==> src/sv/dpe_pkg.sv <==
`timescale 1ns / 1ps
// ----------------------------------------------------------------------------
// dpe_pkg: shared types and constants of the divisor pair enumerator
// widths, mode codes, microcode word layout and control/flag bundles
// ----------------------------------------------------------------------------
package dpe_pkg;

    localparam int FIELD_W     = 16;                 // payload field width at the ports
    localparam int KIND_W      = 2;
    localparam int VALUE_WIDTH = 16;                 // bits of value/bound actually used
    localparam int SQ_W        = 2 * VALUE_WIDTH;
    localparam int RADIX_BITS  = 4;                  // quotient bits per divider cycle
    localparam int DIV_STEPS   = (VALUE_WIDTH + RADIX_BITS - 1) / RADIX_BITS;
    localparam int DIV_W       = DIV_STEPS * RADIX_BITS;
    localparam int DIV_CNT_W   = $clog2(DIV_STEPS + 1);
    localparam int STEP_W      = 4;                  // microprogram counter width

    typedef enum logic [KIND_W-1:0] {
        MODE_ALL    = 2'd0,
        MODE_MAX    = 2'd1,
        MODE_MIN    = 2'd2,
        MODE_UNUSED = 2'd3
    } t_mode;

    typedef enum logic [2:0] {
        OP_NOP,
        OP_LOAD,
        OP_SQUARE,
        OP_DIV_GO,
        OP_EMIT,
        OP_INC,
        OP_FINISH
    } t_op;

    typedef enum logic [2:0] {
        C_NEXT,
        C_ALWAYS,
        C_NO_REQ,
        C_TEST_FAIL,
        C_DIV_BUSY,
        C_NO_HIT,
        C_OUT_BUSY
    } t_cond;

    // one microcode word: operation, jump condition, jump target
    // gate = 1 suppresses the operation when the jump is taken
    typedef struct packed {
        t_op               op;
        t_cond             cond;
        logic              gate;
        logic [STEP_W-1:0] target;
    } t_ucw;

    typedef struct packed {
        t_op  op;
        logic fire;
    } t_ctl;

    typedef struct packed {
        logic req_valid;
        logic test_fail;
        logic div_busy;
        logic no_hit;
        logic out_busy;
    } t_flags;

endpackage

==> src/sv/dpe_seq.sv <==
`timescale 1ns / 1ps
// ----------------------------------------------------------------------------
// dpe_seq: microprogram sequencer
// step counter, control store and conditional jump logic
// ----------------------------------------------------------------------------
module dpe_seq import dpe_pkg::*; (
    input  logic   i_clk,
    input  logic   i_rst_n,
    input  t_flags i_flags,
    output t_ctl   o_ctl
);

    localparam logic [STEP_W-1:0] ST_IDLE  = 4'd0;
    localparam logic [STEP_W-1:0] ST_SQR   = 4'd1;
    localparam logic [STEP_W-1:0] ST_TEST  = 4'd2;
    localparam logic [STEP_W-1:0] ST_WAIT  = 4'd3;
    localparam logic [STEP_W-1:0] ST_CHECK = 4'd4;
    localparam logic [STEP_W-1:0] ST_EMIT  = 4'd5;
    localparam logic [STEP_W-1:0] ST_INC   = 4'd6;
    localparam logic [STEP_W-1:0] ST_FIN   = 4'd7;
    localparam logic [STEP_W-1:0] ST_BACK  = 4'd8;

    logic [STEP_W-1:0] r_step;
    logic [STEP_W-1:0] n_step;
    t_ucw              w_ucw;
    logic              w_take;

    // control store
    always_comb begin
        unique case (r_step)
            ST_IDLE:  w_ucw = '{OP_LOAD,   C_NO_REQ,    1'b1, ST_IDLE};
            ST_SQR:   w_ucw = '{OP_SQUARE, C_NEXT,      1'b0, ST_IDLE};
            ST_TEST:  w_ucw = '{OP_DIV_GO, C_TEST_FAIL, 1'b1, ST_FIN};
            ST_WAIT:  w_ucw = '{OP_NOP,    C_DIV_BUSY,  1'b0, ST_WAIT};
            ST_CHECK: w_ucw = '{OP_NOP,    C_NO_HIT,    1'b0, ST_INC};
            ST_EMIT:  w_ucw = '{OP_EMIT,   C_OUT_BUSY,  1'b1, ST_EMIT};
            ST_INC:   w_ucw = '{OP_INC,    C_ALWAYS,    1'b0, ST_SQR};
            ST_FIN:   w_ucw = '{OP_FINISH, C_OUT_BUSY,  1'b1, ST_FIN};
            ST_BACK:  w_ucw = '{OP_NOP,    C_ALWAYS,    1'b0, ST_IDLE};
            default:  w_ucw = '{OP_NOP,    C_ALWAYS,    1'b0, ST_IDLE};
        endcase
    end

    always_comb begin
        unique case (w_ucw.cond)
            C_NEXT:      w_take = 1'b0;
            C_ALWAYS:    w_take = 1'b1;
            C_NO_REQ:    w_take = !i_flags.req_valid;
            C_TEST_FAIL: w_take = i_flags.test_fail;
            C_DIV_BUSY:  w_take = i_flags.div_busy;
            C_NO_HIT:    w_take = i_flags.no_hit;
            C_OUT_BUSY:  w_take = i_flags.out_busy;
            default:     w_take = 1'b0;
        endcase
    end

    assign n_step     = w_take ? w_ucw.target : r_step + 1'b1;
    assign o_ctl.op   = w_ucw.op;
    assign o_ctl.fire = !(w_ucw.gate && w_take);

    always_ff @(posedge i_clk) begin
        if (!i_rst_n) begin
            r_step <= ST_IDLE;
        end else begin
            r_step <= n_step;
        end
    end

`ifndef NO_ASSERTIONS
    a_load_to_square: assert property (@(posedge i_clk) disable iff (!i_rst_n)
        (o_ctl.op == OP_LOAD && o_ctl.fire) |=> (r_step == ST_SQR))
        else $error("accepted request did not start the candidate loop");
`endif

endmodule

==> config.mk <==
export PLATFORM = sky130hd
export DESIGN_NAME = dpe_seq
export DESIGN_NICKNAME = d
export VERILOG_FILES = /design/src/sv/dpe_pkg.sv /design/src/sv/dpe_seq.sv
export SDC_FILE = /design/constraint.sdc
export NUM_CORES = 1
export LEC_CHECK = 0
export BUFFER_PORTS_ARGS = -buffer_cell sky130_fd_sc_hd__buf_2
export CAP_MARGIN = 20
export CORE_ASPECT_RATIO = 1.2
export CORE_UTILIZATION = 47
export CTS_CLUSTER_DIAMETER = 50
export DETAILED_ROUTE_END_ITERATION = 8
export PLACE_DENSITY = 0.7
export SYNTH_ARGS = -nofsm -noshare
export SYNTH_HDL_FRONTEND = slang
export SYNTH_SLANG_ARGS = --single-unit
==> constraint.sdc <==
create_clock -name i_clk -period 1.9 [get_ports i_clk]
set_input_delay 0.38 -clock i_clk [delete_from_list [all_inputs] [get_ports i_clk]]
set_output_delay 0.38 -clock i_clk [all_outputs]
set_load 0.02 [all_outputs]
# After elaboration in Yosys (flattened, before gate mapping)
# Memory sizes are Yosys's and may differ from the RTL's. A register that Yosys moved wholly into a read port is not among the register bits.
# Cells that the tools add are included.
[op_classes] n_mux=3 add_sub_neg=1 n_reduce_logical=3 eq_ne=6
[ops] op="3-bit == test, second input constant" n=3
[ops] op="4-bit 2-to-1 mux" n=2
[ops] op="3-bit by 2-bit == test with 1-bit output, second input constant" n=2
[ops] op="1-bit one-hot mux with 6 select lines" n=1
[ops] op="4-bit by 1-bit adder with 4-bit output, second input constant" n=1
[ops] op="3-bit by 1-bit == test with 1-bit output, second input constant" n=1
[ops] op="1-bit logical NOT" n=2
[ops] op="1-bit logical AND" n=1
[word_totals] mem_count=1 input_bits=7 reg_bits=4 elab_cells=15 rom_bits=160
[mem_list] name="(no name shown)" words=16 word_bits=10 rd=1 rd_ports_with_merged_regs=1 wr=0 line_no="dpe_seq.sv:30" text="unique case (r_step)"

# Longest topological paths before layout
[depth] depth_word=4 depth_mapped=9 ltp_nobuf=8

# Worst setup path after synthesis
# Ideal clock, no wire load.
[synth_path] path_type="input-to-reg" startpoint="input port i_flags[2] (netlist name)" endpoint="register, netlist name w_ucw[5]" path_stages=8 arrival_ns=1.814 n_path_buf=0 setup_slack_ns=-0.038 setup_time_ns=0.123 path_cell_list="nor2b_1 a2111oi_2 a21oi_2 mux2i_1 nor2b_1 ha_1 a211oi_1 a31oi_1"
[synth_between] elab_chain_len=3
[synth_lines] item="from (decl)" line_no="dpe_seq.sv:9" text="input t_flags i_flags,"
[synth_lines] item="1-bit one-hot mux with 6 select lines" line_no="dpe_seq.sv:45" text="unique case (w_ucw.cond)"
[synth_lines] item="4-bit 2-to-1 mux" line_no="dpe_seq.sv:57" text="assign n_step = w_take ? w_ucw.target : r_step + 1'b1;"
[synth_lines] item="4-bit 2-to-1 mux (no line)"
# Every way passes these cells.
# A chain may end at the register's enable or synchronous reset.

==> metrics.yaml <==
die_h_microns: 48.3
weighted_congestion_at_the_end_of_routability_driven_global_placement: 0.815
grt_util_all_layers_pct: 19.2
grt_start_max_net_pins: 17
cp.buffers_inverters: 2
dpl.hpwl_mm: 1.25
hold_path_class: "in -> reg"
fin_setup_tns_ns: -0.0302
number_of_nets_produced_by_synthesis: 104
critical_path.endpoint_type: "primary output"
fin_crit_sh_pct: 101
final_area_sq_um: 1050
vias_in_the_first_global_route: 647
status: "finished with violations"
remaining_drc_errors: 0
pre_cts_ws_ns: -0.0910
clk_pin_slew_worst_paths_ns: 0.09
cts_max_path_buffers: 2
timing.reg2reg.setup_slack_ns: 0
comb_power_share_pct: 65.4
synth_sequential_area_ratio_pct: 31.0
globalRoute.totalOverflow: 0
cell_type_of_the_slowest_stage_on_the_worst_timing_path: "dfxtp_4"
mappedNetlistArea_sq_um: 840
quantity_of_hold_fixing_buffers_added_after_cts: 0
power_per_cell_area_nw_per_um2: 1820
diodes: 0
crit-reg2reg-launch: "w_ucw[4]"
crit_chain: "or2b_1 > a31oi_4 > a21oi_4 > buf_6 > nand2_2 > buf_6"
synthCells: 92
synth_ff_type: "dfxtp_1"
setup_viol_count_final: 2
row_count: 16
initial_antenna_violation_count: 0
layout-drive-gt1-share_pct: 36.4
detail-route-antenna-nets: 0
report.final.slew_viol_count: 0
fp.dieW_microns: 40.6
wire_per_inst_microns: 13.6
synth.largest_area_cell: "dfxtp_1"
cts_root_buffer: "clkbuf_4"
timing.max_cap.violations: 0
fmaxAchievable_ghz: 0.519
syn_area_per_cell_sq_um: 9.13
postSynthRegisterBits: 13
cell_internal_power_w: 0.00110
critPathArrivalTime_ns: 1.55
timing_hold_violations_final: 0
timing.critical_path.required_ns: 1.52
synthArstFlopShare_pct: 0
port_buffers: 10
design.die.area_sq_um: 1960
layout.nets: 120
dr.pass1.iters: 4
synth_cell_types: 37
timing.final.crit_period_ns: 1.93
grt_setup_unrepaired: "yes"
vias: 690
timing.critical_path.max_delay_family: "flip-flops"
critical_setup_path_class: "reg -> out"
drt_wl_total_mm: 1.70
initial_utilization_pct: 50.5
failed_checks: "setup timing"
holdCritStartpoint: "i_rst_n"
most_prevalent_standard_cell_on_the_critical_path: "buf_6"
standard_cell_area_after_detailed_placement_sq_um: 945
route.detailed.vias_per_inst: 5.52
finalWorstSetupSlack_ns: -0.0267
tritoncts.num_buffers: 3
cts.sink_count: 13
initialDrtViolationCount: 13
critical-path-max-stage-delay_ns: 0.39
power_switching_share_pct: 42.2
grt_pass1_wl_mm: 2.73
vdd.ir_drop.worst_mv: 1.11
syn_to_final_growth_pct: 24.6
share_seq_of_total_power_pct: 25.4
switchingPower_w: 0.000803
worst_pin_slew_ns: 0.346
worstSkewPairLatency_ns: 0.28
worstSetupStartpointType: "register"
ios: 11
instances_no_fill: 125
placeableCoreArea_sq_um: 1660
clock_skew_ns: 0.0121
synth_top_cells_by_area: "dfxtp_1, mux2i_1, ha_1"
total_of_fill_cells_in_the_finished_design: 132
synth_enable_flop_cells: 0
netlist.area_leader.share_pct: 31.0
p_clk_share_pct: 9.1
dpl.cell_count: 119
critical_path.max_fanout: 6
h-tree-depth: 1
cts_tree: "built"
crit_start: "w_ucw[4]"
leakage_power_summed_over_all_cells_nw: 0.443
ys_warn_count: 0
maxSlewHeadroom_pct: 76.9
==> power by group through the flow <==
stage / Clock, W / Sequential, W / Combinational, W
6_report: 0.000174 / 0.000483 / 0.00124
4_1_cts: 0.000174 / 0.000476 / 0.00111
3_3_place_gp: 0 / 0.000475 / 0.00105
2_1_floorplan: 0 / 0.000444 / 0.000836
3_5_place_dp: 0 / 0.000477 / 0.00106
5_1_grt: 0.000186 / 0.000497 / 0.00137
==> registers in the layout, indices dropped and copies added (netlist names) <==
register / flops
w_ucw: 9
r_step: 4
==> final timing paths <==
check / end / cells past startpoint
setup / recovery: o_ctl[0] / 6
hold / removal: r_step[3] / 3
setup reg to reg: w_ucw[1] / 8
hold reg to reg: w_ucw[1] / 3
==> per-stage QoR <==
step           power [W]  utilization (%)  hold WS, ns
6_report         0.00190             63.0        0.484
5_1_grt          0.00206             63.0        0.487
4_1_cts          0.00175             59.5        0.486
3_5_place_dp     0.00154             56.9        0.627
3_3_place_gp     0.00152             56.9        0.619
2_1_floorplan    0.00128                -        0.518
==> logic make-up (layout without fill, tap and decap cells) <==
kind of cell               after synthesis  count (layout)  synth area share (%)
DFF                                     13              13                  31.0
and+or+nand+nor                         27              27                  17.6
xor gates and xnor gates                 3               3                  3.13
adders and majority gates                5               5                  7.45
buffers and inverters                   12              27                  7.60
AOI/OAI and AO/OA                       24              24                  23.2
muxes                                    8               8                  9.99
==> synthesized netlist by cell type, types with 3 or more instances <==
library cell and n:
ha_1 5, nor3_1 3, nand2_1 6, buf_4 3
o2bb2ai_1 5, dfxtp_1 13, nand2b_1 4, o21ai_0 3
nor2b_1 3, mux2i_1 7, inv_1 4, nor2_1 5
==> worst min-delay path, stage by stage <==
cell and delay (ns):
buf_2 0.19, nand2_1 0.11, nor2_1 0.04
==> layout make-up <==
type | instances | area [sq um] | area share (%)
flip-flops and latches | 13 | 265 | 25.4
inverters | 5 | 18.8 | 1.79
repair buffers | 18 | 120 | 11.5
clock buffers | 4 | 26.3 | 2.51
multi-input cells | 67 | 593 | 56.7
well taps | 18 | 22.5 | 2.15
==> timing repair <==
item,4_1_cts,5_1_grt
hold endpoints to repair,0,0
setup buffers,1,2
resized for setup,4,13
endpoints found under the setup margin,5,9
pin swaps,3,9
==> layout by cell type, fill, tap and decap left out, drive strengths merged, types with 4 or more instances in the layout <==
cell type	Yosys	layout
dfxtp	13	13
nand2b	4	4
ha	5	5
o2bb2ai	5	5
mux2i	8	8
nand2	6	6
inv	4	5
clkbuf	2	4
nor2	5	5
buf	5	18
==> metal layers <==
metal,wire length [microns],global-route usage [%],up-vias
met1,791,24.3,322
met3,53,5.05,2
met4,15,3.33,0
met2,841,31.7,9
met5,0,0,-
li1,-,-,357
No activity file was read; power rests on OpenSTA's default activity.
