$ cat src/sv/dpe_pkg.sv
`timescale 1ns / 1ps
// ----------------------------------------------------------------------------
// dpe_pkg: shared types and constants of the divisor pair enumerator
// widths, mode codes, microcode word layout and control/flag bundles
// ----------------------------------------------------------------------------
package dpe_pkg;

    localparam int FIELD_W     = 16;                 // payload field width at the ports
    localparam int KIND_W      = 2;
    localparam int VALUE_WIDTH = 16;                 // bits of value/bound actually used
    localparam int SQ_W        = 2 * VALUE_WIDTH;
    localparam int RADIX_BITS  = 4;                  // quotient bits per divider cycle
    localparam int DIV_STEPS   = (VALUE_WIDTH + RADIX_BITS - 1) / RADIX_BITS;
    localparam int DIV_W       = DIV_STEPS * RADIX_BITS;
    localparam int DIV_CNT_W   = $clog2(DIV_STEPS + 1);
    localparam int STEP_W      = 4;                  // microprogram counter width

    typedef enum logic [KIND_W-1:0] {
        MODE_ALL    = 2'd0,
        MODE_MAX    = 2'd1,
        MODE_MIN    = 2'd2,
        MODE_UNUSED = 2'd3
    } t_mode;

    typedef enum logic [2:0] {
        OP_NOP,
        OP_LOAD,
        OP_SQUARE,
        OP_DIV_GO,
        OP_EMIT,
        OP_INC,
        OP_FINISH
    } t_op;

    typedef enum logic [2:0] {
        C_NEXT,
        C_ALWAYS,
        C_NO_REQ,
        C_TEST_FAIL,
        C_DIV_BUSY,
        C_NO_HIT,
        C_OUT_BUSY
    } t_cond;

    // one microcode word: operation, jump condition, jump target
    // gate = 1 suppresses the operation when the jump is taken
    typedef struct packed {
        t_op               op;
        t_cond             cond;
        logic              gate;
        logic [STEP_W-1:0] target;
    } t_ucw;

    typedef struct packed {
        t_op  op;
        logic fire;
    } t_ctl;

    typedef struct packed {
        logic req_valid;
        logic test_fail;
        logic div_busy;
        logic no_hit;
        logic out_busy;
    } t_flags;

endpackage

$ cat src/sv/dpe_div.sv
`timescale 1ns / 1ps
// ----------------------------------------------------------------------------
// dpe_div: iterative unsigned divider
// restoring division, RADIX_BITS quotient bits per cycle, registered result
// ----------------------------------------------------------------------------
module dpe_div import dpe_pkg::*; (
    input  logic                   i_clk,
    input  logic                   i_rst_n,
    input  logic                   i_start,
    input  logic [VALUE_WIDTH-1:0] i_dividend,
    input  logic [VALUE_WIDTH-1:0] i_divisor,
    output logic                   o_busy,
    output logic [VALUE_WIDTH-1:0] o_quot,
    output logic [VALUE_WIDTH-1:0] o_rem
);

    logic [DIV_CNT_W-1:0]   r_cnt;
    logic [DIV_W-1:0]       r_dvd;
    logic [DIV_W-1:0]       r_quo;
    logic [VALUE_WIDTH-1:0] r_rem;
    logic [VALUE_WIDTH-1:0] r_dsr;
    logic [DIV_W-1:0]       n_dvd;
    logic [DIV_W-1:0]       n_quo;
    logic [VALUE_WIDTH-1:0] n_rem;

    // RADIX_BITS restoring steps per cycle
    always_comb begin
        logic [VALUE_WIDTH:0] v_rem;
        logic [DIV_W-1:0]     v_dvd;
        logic [DIV_W-1:0]     v_quo;
        logic                 v_bit;
        v_rem = {1'b0, r_rem};
        v_dvd = r_dvd;
        v_quo = r_quo;
        for (int k = 0; k < RADIX_BITS; k++) begin
            v_rem = {v_rem[VALUE_WIDTH-1:0], v_dvd[DIV_W-1]};
            v_dvd = {v_dvd[DIV_W-2:0], 1'b0};
            v_bit = (v_rem >= {1'b0, r_dsr});
            if (v_bit) begin
                v_rem = v_rem - {1'b0, r_dsr};
            end
            v_quo = {v_quo[DIV_W-2:0], v_bit};
        end
        n_rem = v_rem[VALUE_WIDTH-1:0];
        n_dvd = v_dvd;
        n_quo = v_quo;
    end

    always_ff @(posedge i_clk) begin
        if (!i_rst_n) begin
            r_cnt <= '0;
        end else if (i_start) begin
            r_cnt <= DIV_CNT_W'(DIV_STEPS);
        end else if (r_cnt != '0) begin
            r_cnt <= r_cnt - 1'b1;
        end
    end

    always_ff @(posedge i_clk) begin
        if (i_start) begin
            r_dvd <= DIV_W'(i_dividend);
            r_quo <= '0;
            r_rem <= '0;
            r_dsr <= i_divisor;
        end else if (r_cnt != '0) begin
            r_dvd <= n_dvd;
            r_quo <= n_quo;
            r_rem <= n_rem;
        end
    end

    assign o_busy = (r_cnt != '0);
    assign o_quot = r_quo[VALUE_WIDTH-1:0];
    assign o_rem  = r_rem;

`ifndef NO_ASSERTIONS
    a_no_restart: assert property (@(posedge i_clk) disable iff (!i_rst_n)
        i_start |-> !o_busy)
        else $error("divider started while busy");
`endif

endmodule

$ cat src/sv/dpe_dp.sv
`timescale 1ns / 1ps
// ----------------------------------------------------------------------------
// dpe_dp: datapath of the divisor pair enumerator
// operand registers, squarer, divider, pending pair and output register
// ----------------------------------------------------------------------------
module dpe_dp import dpe_pkg::*; (
    input  logic               i_clk,
    input  logic               i_rst_n,
    input  t_ctl               i_ctl,
    output t_flags             o_flags,
    input  logic               i_req_valid,
    input  logic [KIND_W-1:0]  i_kind,
    input  logic [FIELD_W-1:0] i_value,
    input  logic [FIELD_W-1:0] i_bound,
    output logic               o_req_ready,
    output logic               o_rsp_valid,
    input  logic               i_rsp_ready,
    output logic [FIELD_W-1:0] o_first_factor,
    output logic [FIELD_W-1:0] o_second_factor,
    output logic               o_pair_valid,
    output logic               o_last
);

    t_mode                  r_mode;
    logic [VALUE_WIDTH-1:0] r_n;
    logic [VALUE_WIDTH-1:0] r_lim;
    logic [VALUE_WIDTH-1:0] r_cand;
    logic                   r_dead;
    logic [SQ_W-1:0]        r_sq;
    logic                   r_pend_vld;
    logic [VALUE_WIDTH-1:0] r_pend_a;
    logic [VALUE_WIDTH-1:0] r_pend_b;
    logic                   r_ovld;
    logic [VALUE_WIDTH-1:0] r_o_a;
    logic [VALUE_WIDTH-1:0] r_o_b;
    logic                   r_o_pv;
    logic                   r_o_last;

    logic [VALUE_WIDTH-1:0] w_value;
    logic [VALUE_WIDTH-1:0] w_bound;
    logic [SQ_W-1:0]        w_sq;
    logic                   w_load, w_square, w_go, w_emit, w_inc, w_finish;
    logic                   w_out_free;
    logic                   w_out_load;
    logic                   w_div_busy;
    logic [VALUE_WIDTH-1:0] w_quot;
    logic [VALUE_WIDTH-1:0] w_rem;

    assign w_value  = i_value[VALUE_WIDTH-1:0];
    assign w_bound  = i_bound[VALUE_WIDTH-1:0];
    assign w_sq     = SQ_W'(r_cand) * SQ_W'(r_cand);

    assign w_load   = i_ctl.fire && (i_ctl.op == OP_LOAD);
    assign w_square = i_ctl.fire && (i_ctl.op == OP_SQUARE);
    assign w_go     = i_ctl.fire && (i_ctl.op == OP_DIV_GO);
    assign w_emit   = i_ctl.fire && (i_ctl.op == OP_EMIT);
    assign w_inc    = i_ctl.fire && (i_ctl.op == OP_INC);
    assign w_finish = i_ctl.fire && (i_ctl.op == OP_FINISH);

    assign w_out_free = !r_ovld || i_rsp_ready;
    assign w_out_load = (w_emit && r_pend_vld) || w_finish;

    dpe_div u_div (
        .i_clk      (i_clk),
        .i_rst_n    (i_rst_n),
        .i_start    (w_go),
        .i_dividend (r_n),
        .i_divisor  (r_cand),
        .o_busy     (w_div_busy),
        .o_quot     (w_quot),
        .o_rem      (w_rem)
    );

    assign o_flags.req_valid = i_req_valid;
    assign o_flags.test_fail = r_dead || (r_sq > SQ_W'(r_n));
    assign o_flags.div_busy  = w_div_busy;
    assign o_flags.no_hit    = (w_rem != '0) || ((r_mode == MODE_MAX) && (r_cand > r_lim));
    assign o_flags.out_busy  = !w_out_free;

    assign o_req_ready = (i_ctl.op == OP_LOAD);

    // operand and candidate registers
    always_ff @(posedge i_clk) begin
        if (w_load) begin
            r_mode <= t_mode'(i_kind);
            r_n    <= w_value;
            r_lim  <= w_bound;
            r_dead <= (i_kind == MODE_UNUSED) || (w_value == '0);
            if ((i_kind == MODE_MIN) && (w_bound > VALUE_WIDTH'(1))) begin
                r_cand <= w_bound;
            end else begin
                r_cand <= VALUE_WIDTH'(1);
            end
        end else if (w_inc) begin
            r_cand <= r_cand + 1'b1;
        end
        if (w_square) begin
            r_sq <= w_sq;
        end
    end

    // pending pair: held back until it is known whether it is the last one
    always_ff @(posedge i_clk) begin
        if (!i_rst_n) begin
            r_pend_vld <= 1'b0;
        end else if (w_emit) begin
            r_pend_vld <= 1'b1;
        end else if (w_finish) begin
            r_pend_vld <= 1'b0;
        end
    end

    always_ff @(posedge i_clk) begin
        if (w_emit) begin
            if (r_mode == MODE_ALL) begin
                r_pend_a <= w_quot;
                r_pend_b <= r_cand;
            end else begin
                r_pend_a <= r_cand;
                r_pend_b <= w_quot;
            end
        end
    end

    // output register
    always_ff @(posedge i_clk) begin
        if (!i_rst_n) begin
            r_ovld <= 1'b0;
        end else if (w_out_load) begin
            r_ovld <= 1'b1;
        end else if (i_rsp_ready) begin
            r_ovld <= 1'b0;
        end
    end

    always_ff @(posedge i_clk) begin
        if (w_out_load) begin
            r_o_a    <= r_pend_vld ? r_pend_a : '0;
            r_o_b    <= r_pend_vld ? r_pend_b : '0;
            r_o_pv   <= r_pend_vld;
            r_o_last <= w_finish;
        end
    end

    assign o_rsp_valid     = r_ovld;
    assign o_first_factor  = FIELD_W'(r_o_a);
    assign o_second_factor = FIELD_W'(r_o_b);
    assign o_pair_valid    = r_o_pv;
    assign o_last          = r_o_last;

`ifndef NO_ASSERTIONS
    a_out_no_overwrite: assert property (@(posedge i_clk) disable iff (!i_rst_n)
        w_out_load |-> w_out_free)
        else $error("output register overwritten while stalled");

    a_idle_no_pending: assert property (@(posedge i_clk) disable iff (!i_rst_n)
        o_req_ready |-> !r_pend_vld)
        else $error("pending pair left over at request accept");

    a_finish_marks_last: assert property (@(posedge i_clk) disable iff (!i_rst_n)
        w_finish |=> (r_ovld && r_o_last))
        else $error("closing result missing its last flag");
`endif

endmodule

$ cat config.mk
export PLATFORM = sky130hd
export DESIGN_NAME = dpe_dp
export DESIGN_NICKNAME = d
export VERILOG_FILES = /design/src/sv/dpe_pkg.sv /design/src/sv/dpe_div.sv /design/src/sv/dpe_dp.sv
export SDC_FILE = /design/constraint.sdc
export NUM_CORES = 1
export LEC_CHECK = 0
export BUFFER_PORTS_ARGS = -buffer_cell sky130_fd_sc_hd__buf_2
export CAP_MARGIN = 20
export CORE_UTILIZATION = 45
export CTS_CLUSTER_DIAMETER = 60
export CTS_CLUSTER_SIZE = 10
export DETAILED_ROUTE_END_ITERATION = 8
export GPL_TIMING_DRIVEN = 0
export HOLD_SLACK_MARGIN = 0.08
export PLACE_DENSITY = 0.68
export SLEW_MARGIN = 0
export SYNTH_ARGS = -nofsm -noshare
export SYNTH_HDL_FRONTEND = slang
export SYNTH_SLANG_ARGS = --single-unit
$ cat constraint.sdc
create_clock -name i_clk -period 14.76 [get_ports i_clk]
set_input_delay 0.738 -clock i_clk [delete_from_list [all_inputs] [get_ports i_clk]]
set_output_delay 0.738 -clock i_clk [all_outputs]
set_load 0.1 [all_outputs]
[Yosys cells after proc, flatten, opt, wreduce, memory -nomap -nowiden]
Index checks and enable logic that the tools add are counted.
W data, S select, Z words.
Storage, ports and cells
  register bits: 218
  logic and storage cells: 86
Cells by class
  add/subtract/negate cells: 6
  multipliers: 1
  $lt $le $gt $ge: 7
  equal/unequal tests: 9
  mux-type cells: 17
  bitwise logic cells: 1
  reductions and logical operators: 25
Operators by type and width (number)
  $mux W16: 11
  $ge A17 B16 Y1: 4
  $sub A16 B16 Y16: 4
  $gt A32 B16 Y1: 1
  $mul A16 B16 Y32: 1
  $add A16 B1 Y16 const B: 1
  $gt A16 B1 Y1 const B: 1
  $gt A16 B16 Y1: 1
  $logic_not A16 Y1: 1
  $reduce_bool A16 Y1: 1
  $eq A3 B3 Y1 const B: 3
  $logic_and A1 B1 Y1: 9
  $reduce_bool A2 Y1: 4
  $eq A3 B2 Y1 const B: 2
  $mux W3: 2
  $logic_or A1 B1 Y1: 5
  $eq A2 B2 Y1 const B: 2
  $mux W1: 4
  $eq A3 B1 Y1 const B: 1
  $reduce_bool A3 Y1: 1
  $sub A3 B1 Y3 const B: 1
  $eq A2 B1 Y1 const B: 1
  $logic_not A1 Y1: 2
  $logic_not A2 Y1: 1
  2 further kinds: 2

[Longest topological paths before layout]
Gate-level depths: netlist (run 1).
  word-level depth: 8
  depth in mapped cells: 45
  gate-level depth less buffers: 41

[Modules after synthesis]
From an unflattened synthesis (run 1), not the netlist that was laid out.
Unflattened totals
  cell total of the unflattened synthesis: 2017
  area, all modules: 20069.2 um2
By module, submodules not included
  dpe_dp: instances 1, cells an instance 1314, area each 13892.1 um2, sequential area each 4484.3 um2
  dpe_div: instances 1, cells an instance 703, area each 6177.2 um2, sequential area each 1661.6 um2

[Worst setup path after synthesis (run 1)]
Ideal clock, no wire load.
  kind: register to register
  from: register u_div.r_dsr[6]
  to: register u_div.r_rem[1] (netlist: u_div.o_rem[1])
  arrival: 8944 ps
  required time: 14623 ps
  setup slack: 5679 ps
  cell stages (with the launch flop): 42
  path buffers: 6
  path through: edfxtp_1 inv_1 ha_1 buf_2 a211o_1 a31o_1 a21oi_2 o211a_1 clkbuf_1 o21ai_0 ha_1 or3_1 o31ai_1 o31ai_1 a31oi_1 o211ai_1 buf_2 buf_2 [... 6 more ...] a211o_1 o211a_1 o31ai_2 buf_2 mux2i_1 ha_1 nor2b_1 o31a_1 o211ai_1 a21oi_1 o311a_1 o21a_1 o21ai_0 nand2_1 a211oi_4 buf_6 mux2i_1 a211oi_1
Between the ends
  word-level cells in the longest chain between the ends: 8
Ends and longest elaborated chain
  start, declared: RTL line dpe_div.sv:21  | logic [VALUE_WIDTH-1:0] r_dsr;
  start signal, assigned: RTL line dpe_div.sv:64  | r_dsr <= i_divisor;
  $sub A16 B16 Y16 / $ge A17 B16 Y1 (equally long branches): RTL line dpe_div.sv:40, dpe_div.sv:38
  $mux W16: RTL line dpe_div.sv:39  | if (v_bit) begin
  $sub A16 B16 Y16 / $ge A17 B16 Y1 (equally long branches): RTL line dpe_div.sv:40, dpe_div.sv:38
  $mux W16: RTL line dpe_div.sv:39
  $ge A17 B16 Y1 / $sub A16 B16 Y16 (equally long branches): RTL line dpe_div.sv:38, dpe_div.sv:40
  $mux W16: RTL line dpe_div.sv:39
  $sub A16 B16 Y16 / $ge A17 B16 Y1 (equally long branches): RTL line dpe_div.sv:40, dpe_div.sv:38
  $mux W16 (*): RTL line dpe_div.sv:39
  end signal, assigned: RTL line dpe_div.sv:68  | r_rem <= n_rem;
  end, declared: RTL line dpe_div.sv:20  | logic [VALUE_WIDTH-1:0] r_rem;
Every way passes the cells marked *; elsewhere a longest branch is shown, timed or not.
A chain may end at the register's enable or synchronous reset.

[Final worst setup path (run 1)]
  from: register u_div.r_dsr[1]
  to: register u_div.r_rem[1] (netlist: u_div.o_rem[1])
Same word-level chain as after synthesis.

==> flow_summary.ini, run 1 <==
[status]
status = completed

[final_layout]
post-route-util_pct = 51.1
layout-drive-gt1-share_pct = 9.65
layout_commonest_cell = inv_1
syn_to_final_growth_pct = 11.0
finalNetCount = 2457
mostFrequentLayoutCells = inv_1 (272), ha_1 (197), edfxtp_1 (180)

[critical_path]
reg2reg_depth = 40
slowest_stage = o31ai_1
cpPeakStageDelay_ns = 0.61
worstSetupPathType = reg -> reg
critPathMaxFanout = 10
required_ns = 15.17
startpoint_type = flip-flop
endpoint_kind = flip-flop
cp.arrival_ns = 12.05

[timing]
fmax_ghz = 0.0859
rsz0062_at_grt = false
worstMarginPinSlew_ns = 0.914
maxSlewHeadroom_pct = 39.1
hold_viol_final = 0
finalSetupTns_ns = 0
fin_crit_ns = 11.64
setup_slack_ns = 3.12
finalClockSkew_ns = 0.0274
slew_violations = 0
min_period_over_period_pct = 78.9
finalSetupViolCount = 0

[clock_tree]
root_buffer = clkbuf_16
clock_sinks = 217
post_cts_buffers = 0
holdBufCountCts = 0
path_clk_slew_ns = 0.06
post_cts_resized = 0
cts_buffers = 29
cts_tree = yes
htree_levels = 1
cts_buffer_depth = 3
clock_latency_ns = 0.57

[synthesis]
syn_area_per_cell_um2 = 10.1
post-synth-top-area-fraction_pct = 27.7
synth_top_area_cell = edfxtp_1
async_flop_share_pct = 0
ys_seq_area_share_pct = 31.5
synth-seq-cells = 217
synthFlopType = edfxtp_1
ys_warn_count = 0
synthesis.instances = 1932
synth_edf_count = 180
synth_cell_types = 73
syn_nets = 2339
ys_top_cells_by_area = edfxtp_1 (28%), fa_1 (17%), ha_1 (13%), inv_1 (5.2%), dfxtp_1 (3.8%)
syn_area_um2 = 19500

[min_path]
min_delay_path_depth = 1
hold_path_class = in -> reg

[route]
vias = 14266
dr.pass1.iters = 5
wl_per_cell_um = 18.6
ant_nets = 0
drt-vias-per-instance = 5.38
drt_wl_total_um = 49200
route.detailed.drc = 0
drtIter0Drc = 1060

[place]
hpwlAfterDp_um = 40000
routabilityCongestion = 0.943
port_buffers = 80
pre_cts_ws_ns = 3.17

[floorplan]
core_um2 = 42400
die_h_um = 210
start_util_pct = 46.1
ios = 83
chipWidth_um = 210
dieArea_um2 = 44200
num_rows = 75

[global_routing]
first_global_vias = 14783
antenna_found_initial = 1
grt_use_total_pct = 22.8
grt_pass1_wl_um = 78800
grt_max_degree = 38
overflow = 0

[run]
drv_cap = 0
[final cells by class]
class                           count  area (um^2)
Tap cell                          577          722
Timing Repair Buffer               87          524
Clock buffer                       46          810
Antenna cell                        1         2.50
Buffer                             69          282
Inverter                          274         1030
Multi-Input combinational cell   1372        12100
Clock inverter                      8         70.1
Fill cell                        3889        20700
Sequential cell                   217         6150
[logic make-up (layout without fill, tap and decap cells)]
family / count (synthesis) / in the layout / synth area share (%)
and+or+nand+nor: 515 / 515 / 13.2
adders and majority gates: 365 / 365 / 29.8
buffers and inverters: 343 / 484 / 6.70
AOI/OAI and AO/OA: 331 / 331 / 10.9
DFF: 217 / 217 / 31.5
xor gates and xnor gates: 93 / 93 / 4.17
muxes: 68 / 68 / 3.78
other: 0 / 1 / 0
[per-stage QoR]
stage / cell area (um^2) / hold slack, ns / cells
floorplan: 19500 / 0.452 / 1932
global placement: 20700 / 0.463 / 2589
detailed placement: 20800 / 0.468 / 2596
CTS: 21700 / 0.347 / 2650
global route: 21700 / 0.349 / 2650
finish: 21700 / 0.365 / 2651
[synthesized netlist by cell type (19+ instances only)]
library cell	n
fa_1	168
a21o_1	30
o21ai_0	101
a21oi_1	84
dfxtp_1	37
and2_1	97
nor2_1	91
o21a_1	20
xor2_1	32
nor2b_1	23
edfxtp_1	180
mux2i_1	22
nand3_1	34
mux2_2	46
clkbuf_1	56
xnor2_1	61
inv_1	272
ha_1	197
nor4_1	19
nand4_1	21
nand2_1	156
[final timing paths]
kind	from	end	slack, ns
worst max-delay path	u_div.r_dsr[1]	u_div.o_rem[1]	3.12
worst min-delay path	i_value[7]	r_n[7]	0.36
worst max register to register	u_div.r_dsr[1]	u_div.o_rem[1]	3.12
worst min register to register	r_cand[15]	u_div.r_dsr[15]	0.48
[worst max-delay path, delay by kind of cell (launching register included)]
family	cells	cell delay, ns
compound gates	22	6.10
buf+inv	7	1.94
fa+ha+maj	4	1.21
simple gates	5	1.12
mux	2	0.64
flops	1	0.48
[sequential cells by signal, summed over array words and instances (netlist names)]
register and count:
u_div.r_cnt 3, o_pair_valid 1, o_rsp_valid 1, r_n 16, r_cand 16, u_div.o_quot 16
o_last 1, r_mode 2, o_first_factor 16, o_second_factor 16, u_div.r_dsr 16, u_div.r_dvd 16
r_dead 1, r_pend_b 16, r_sq 31, u_div.o_rem 16, r_pend_a 16, r_lim 16
r_pend_vld 1
[routing by layer]
layer,up-vias,routed length [um],GRT usage [%]
li1,6830,-,-
met1,6989,20400,28.6
met2,355,24800,40.5
met3,92,2620,3.10
met4,0,1460,7.35
met5,-,0,0
Power of run 1 is left out: the tool's default activity adds up to more than one toggle a clock period on the data nets, which glitch-free logic cannot reach.
==> inputs of run 2 (changes only) <==
- ABC_AREA: unset -> 1
- PLACE_DENSITY: 0.68 -> 0.71
- clock period: 14.76 -> 10.4 ns (I/O delays scaled with it)
==> flow_summary.ini, run 2 <==
[status]
status = completed

[global_routing]
antenna_found_initial = 0
grt_max_degree = 32
grt_use_total_pct = 24.2
overflow = 0
first_global_vias = 16303
grt_pass1_wl_um = 85100

[timing]
worstMarginPinSlew_ns = 1.00
slew_violations = 0
maxSlewHeadroom_pct = 33.0
finalSetupTns_ns = 0
fin_crit_ns = 9.17
rsz0062_at_grt = false
fmax_ghz = 0.109
min_period_over_period_pct = 88.2
finalSetupViolCount = 0
finalClockSkew_ns = 0.0229
hold_viol_final = 0

[clock_tree]
clock_latency_ns = 0.57
post_cts_resized = 0
clock_sinks = 217
htree_levels = 1
cts_buffer_depth = 3
holdBufCountCts = 0
cts_buffers = 27
post_cts_buffers = 0
cts_tree = yes
root_buffer = clkbuf_16
path_clk_slew_ns = 0.06

[critical_path]
critPathMaxFanout = 10
slowest_stage = edfxtp_1
required_ns = 10.90
cp.arrival_ns = 9.68
startpoint_type = flip-flop
worstSetupPathType = reg -> reg
crit_path_frequent_cell = nand2_1
cpPeakStageDelay_ns = 0.52
endpoint_kind = flip-flop

[route]
drtIter0Drc = 1128
vias = 16035
drt-vias-per-instance = 5.15
wl_per_cell_um = 17.3
ant_nets = 0
route.detailed.drc = 0
dr.pass1.iters = 7
drt_wl_total_um = 53900

[synthesis]
synthFlopType = edfxtp_1
yosysMostFrequentCell = nand2_1
synth-seq-cells = 217
synthesis.instances = 2384
syn_nets = 2791
synth_top_area_cell = edfxtp_1
synth_common_cells = nand2_1 (534), inv_1 (522), ha_1 (197), edfxtp_1 (180), fa_1 (168)
syn_area_per_cell_um2 = 8.47
synth_edf_count = 180
ys_warn_count = 0
syn_area_um2 = 20200
ys_seq_area_share_pct = 30.4
post-synth-top-area-fraction_pct = 26.8
async_flop_share_pct = 0
ys_top_cells_by_area = edfxtp_1 (27%), fa_1 (17%), ha_1 (12%), nand2_1 (9.9%), inv_1 (9.7%)
synth_cell_types = 54

[final_layout]
num_antenna_cells = 0
layout-drive-gt1-share_pct = 7.54
mostFrequentLayoutCells = nand2_1 (534), inv_1 (522), ha_1 (197)
largest_register_ffs = 31
fillers = 4157
post-route-util_pct = 50.4
regMostFlops = r_sq
finalNetCount = 2908
layout_commonest_cell = nand2_1
syn_to_final_growth_pct = 10.3

[run]
drv_cap = 0

[floorplan]
start_util_pct = 45.7
dieArea_um2 = 45700
ios = 83
core_um2 = 44200
chipWidth_um = 214
num_rows = 77
die_h_um = 214

[place]
routabilityCongestion = 0.961
hpwlAfterDp_um = 44800
port_buffers = 81

[min_path]
hold_path_class = in -> reg
## run 2: cell types whose count changed after synthesis, sizes merged, moves of 14 or more
cell	previous run	this run
nand3	34	95
and2	98	1
mux2	46	0
o21a	20	6
nor2b	23	0
a21oi	85	123
nand2	156	557
xnor2	61	33
mux2i	22	0
nand2b	16	0
a21o	30	8
o22ai	2	16
xor2	32	53
inv	272	531
## run 2: per-stage QoR
stage	instances	hold WS (ns)	area (um^2)	setup WS [ns]
after floorplan	2384	0.406	20200	3.36
final	3111	0.157	22300	1.23
after CTS	3111	0.135	22300	1.26
after detailed placement	3064	0.476	21500	1.28
after global placement	3057	0.464	21300	1.36
after global routing	3111	0.142	22300	0.370
## run 2: worst paths after layout
check / start / endpoint / slack [ns] / cells past startpoint
worst max-delay path: u_div.r_dsr[1] / u_div.o_rem[6] / 1.23 / 53
worst min-delay path: i_value[6] / r_n[6] / 0.16 / 1
worst max register to register: u_div.r_dsr[1] / u_div.o_rem[6] / 1.23 / 53
worst min register to register: r_pend_vld / o_pair_valid / 0.47 / 0
## run 2: worst max-delay path: cells and delay by family, from the launching register on
kind,cells,cell delay [ns]
AO/OA/AOI/OAI,9,1.96
adder cells (fa/ha/maj),4,1.33
buffers and inverters,9,1.63
AND/OR/NAND/NOR,31,3.64
flip-flops,1,0.52
## run 2: logic make-up after synthesis
group,Yosys count,synth area share [%]
and+or+nand+nor,818,17.4
buffers and inverters,601,11.4
DFF,217,30.4
xor gates and xnor gates,86,3.73
AOI/OAI and AO/OA,297,8.16
adders and majority gates,365,28.9
## run 2: cell type report
cell class / count / area (um^2) / share of cell area, %
clock buffers: 41 / 749 / 3.36
multi-input cells: 1566 / 11800 / 52.8
repair buffers: 88 / 533 / 2.39
plain buffers: 68 / 304 / 1.36
flip-flops and latches: 217 / 6150 / 27.6
inverters: 533 / 2000 / 8.98
clock inverters: 6 / 46.3 / 0.208
well taps: 592 / 741 / 3.32
## run 2: routing by layer
metal  GRT usage, %  up-vias  routed length (um)
met4           10.3        0                2490
met3           2.69      136                2610
li1               -     7778                   -
met1           29.0     7665               21400
met5              0        -                   0
met2           43.8      456               27300
Power of run 2 is left out for the same reason.
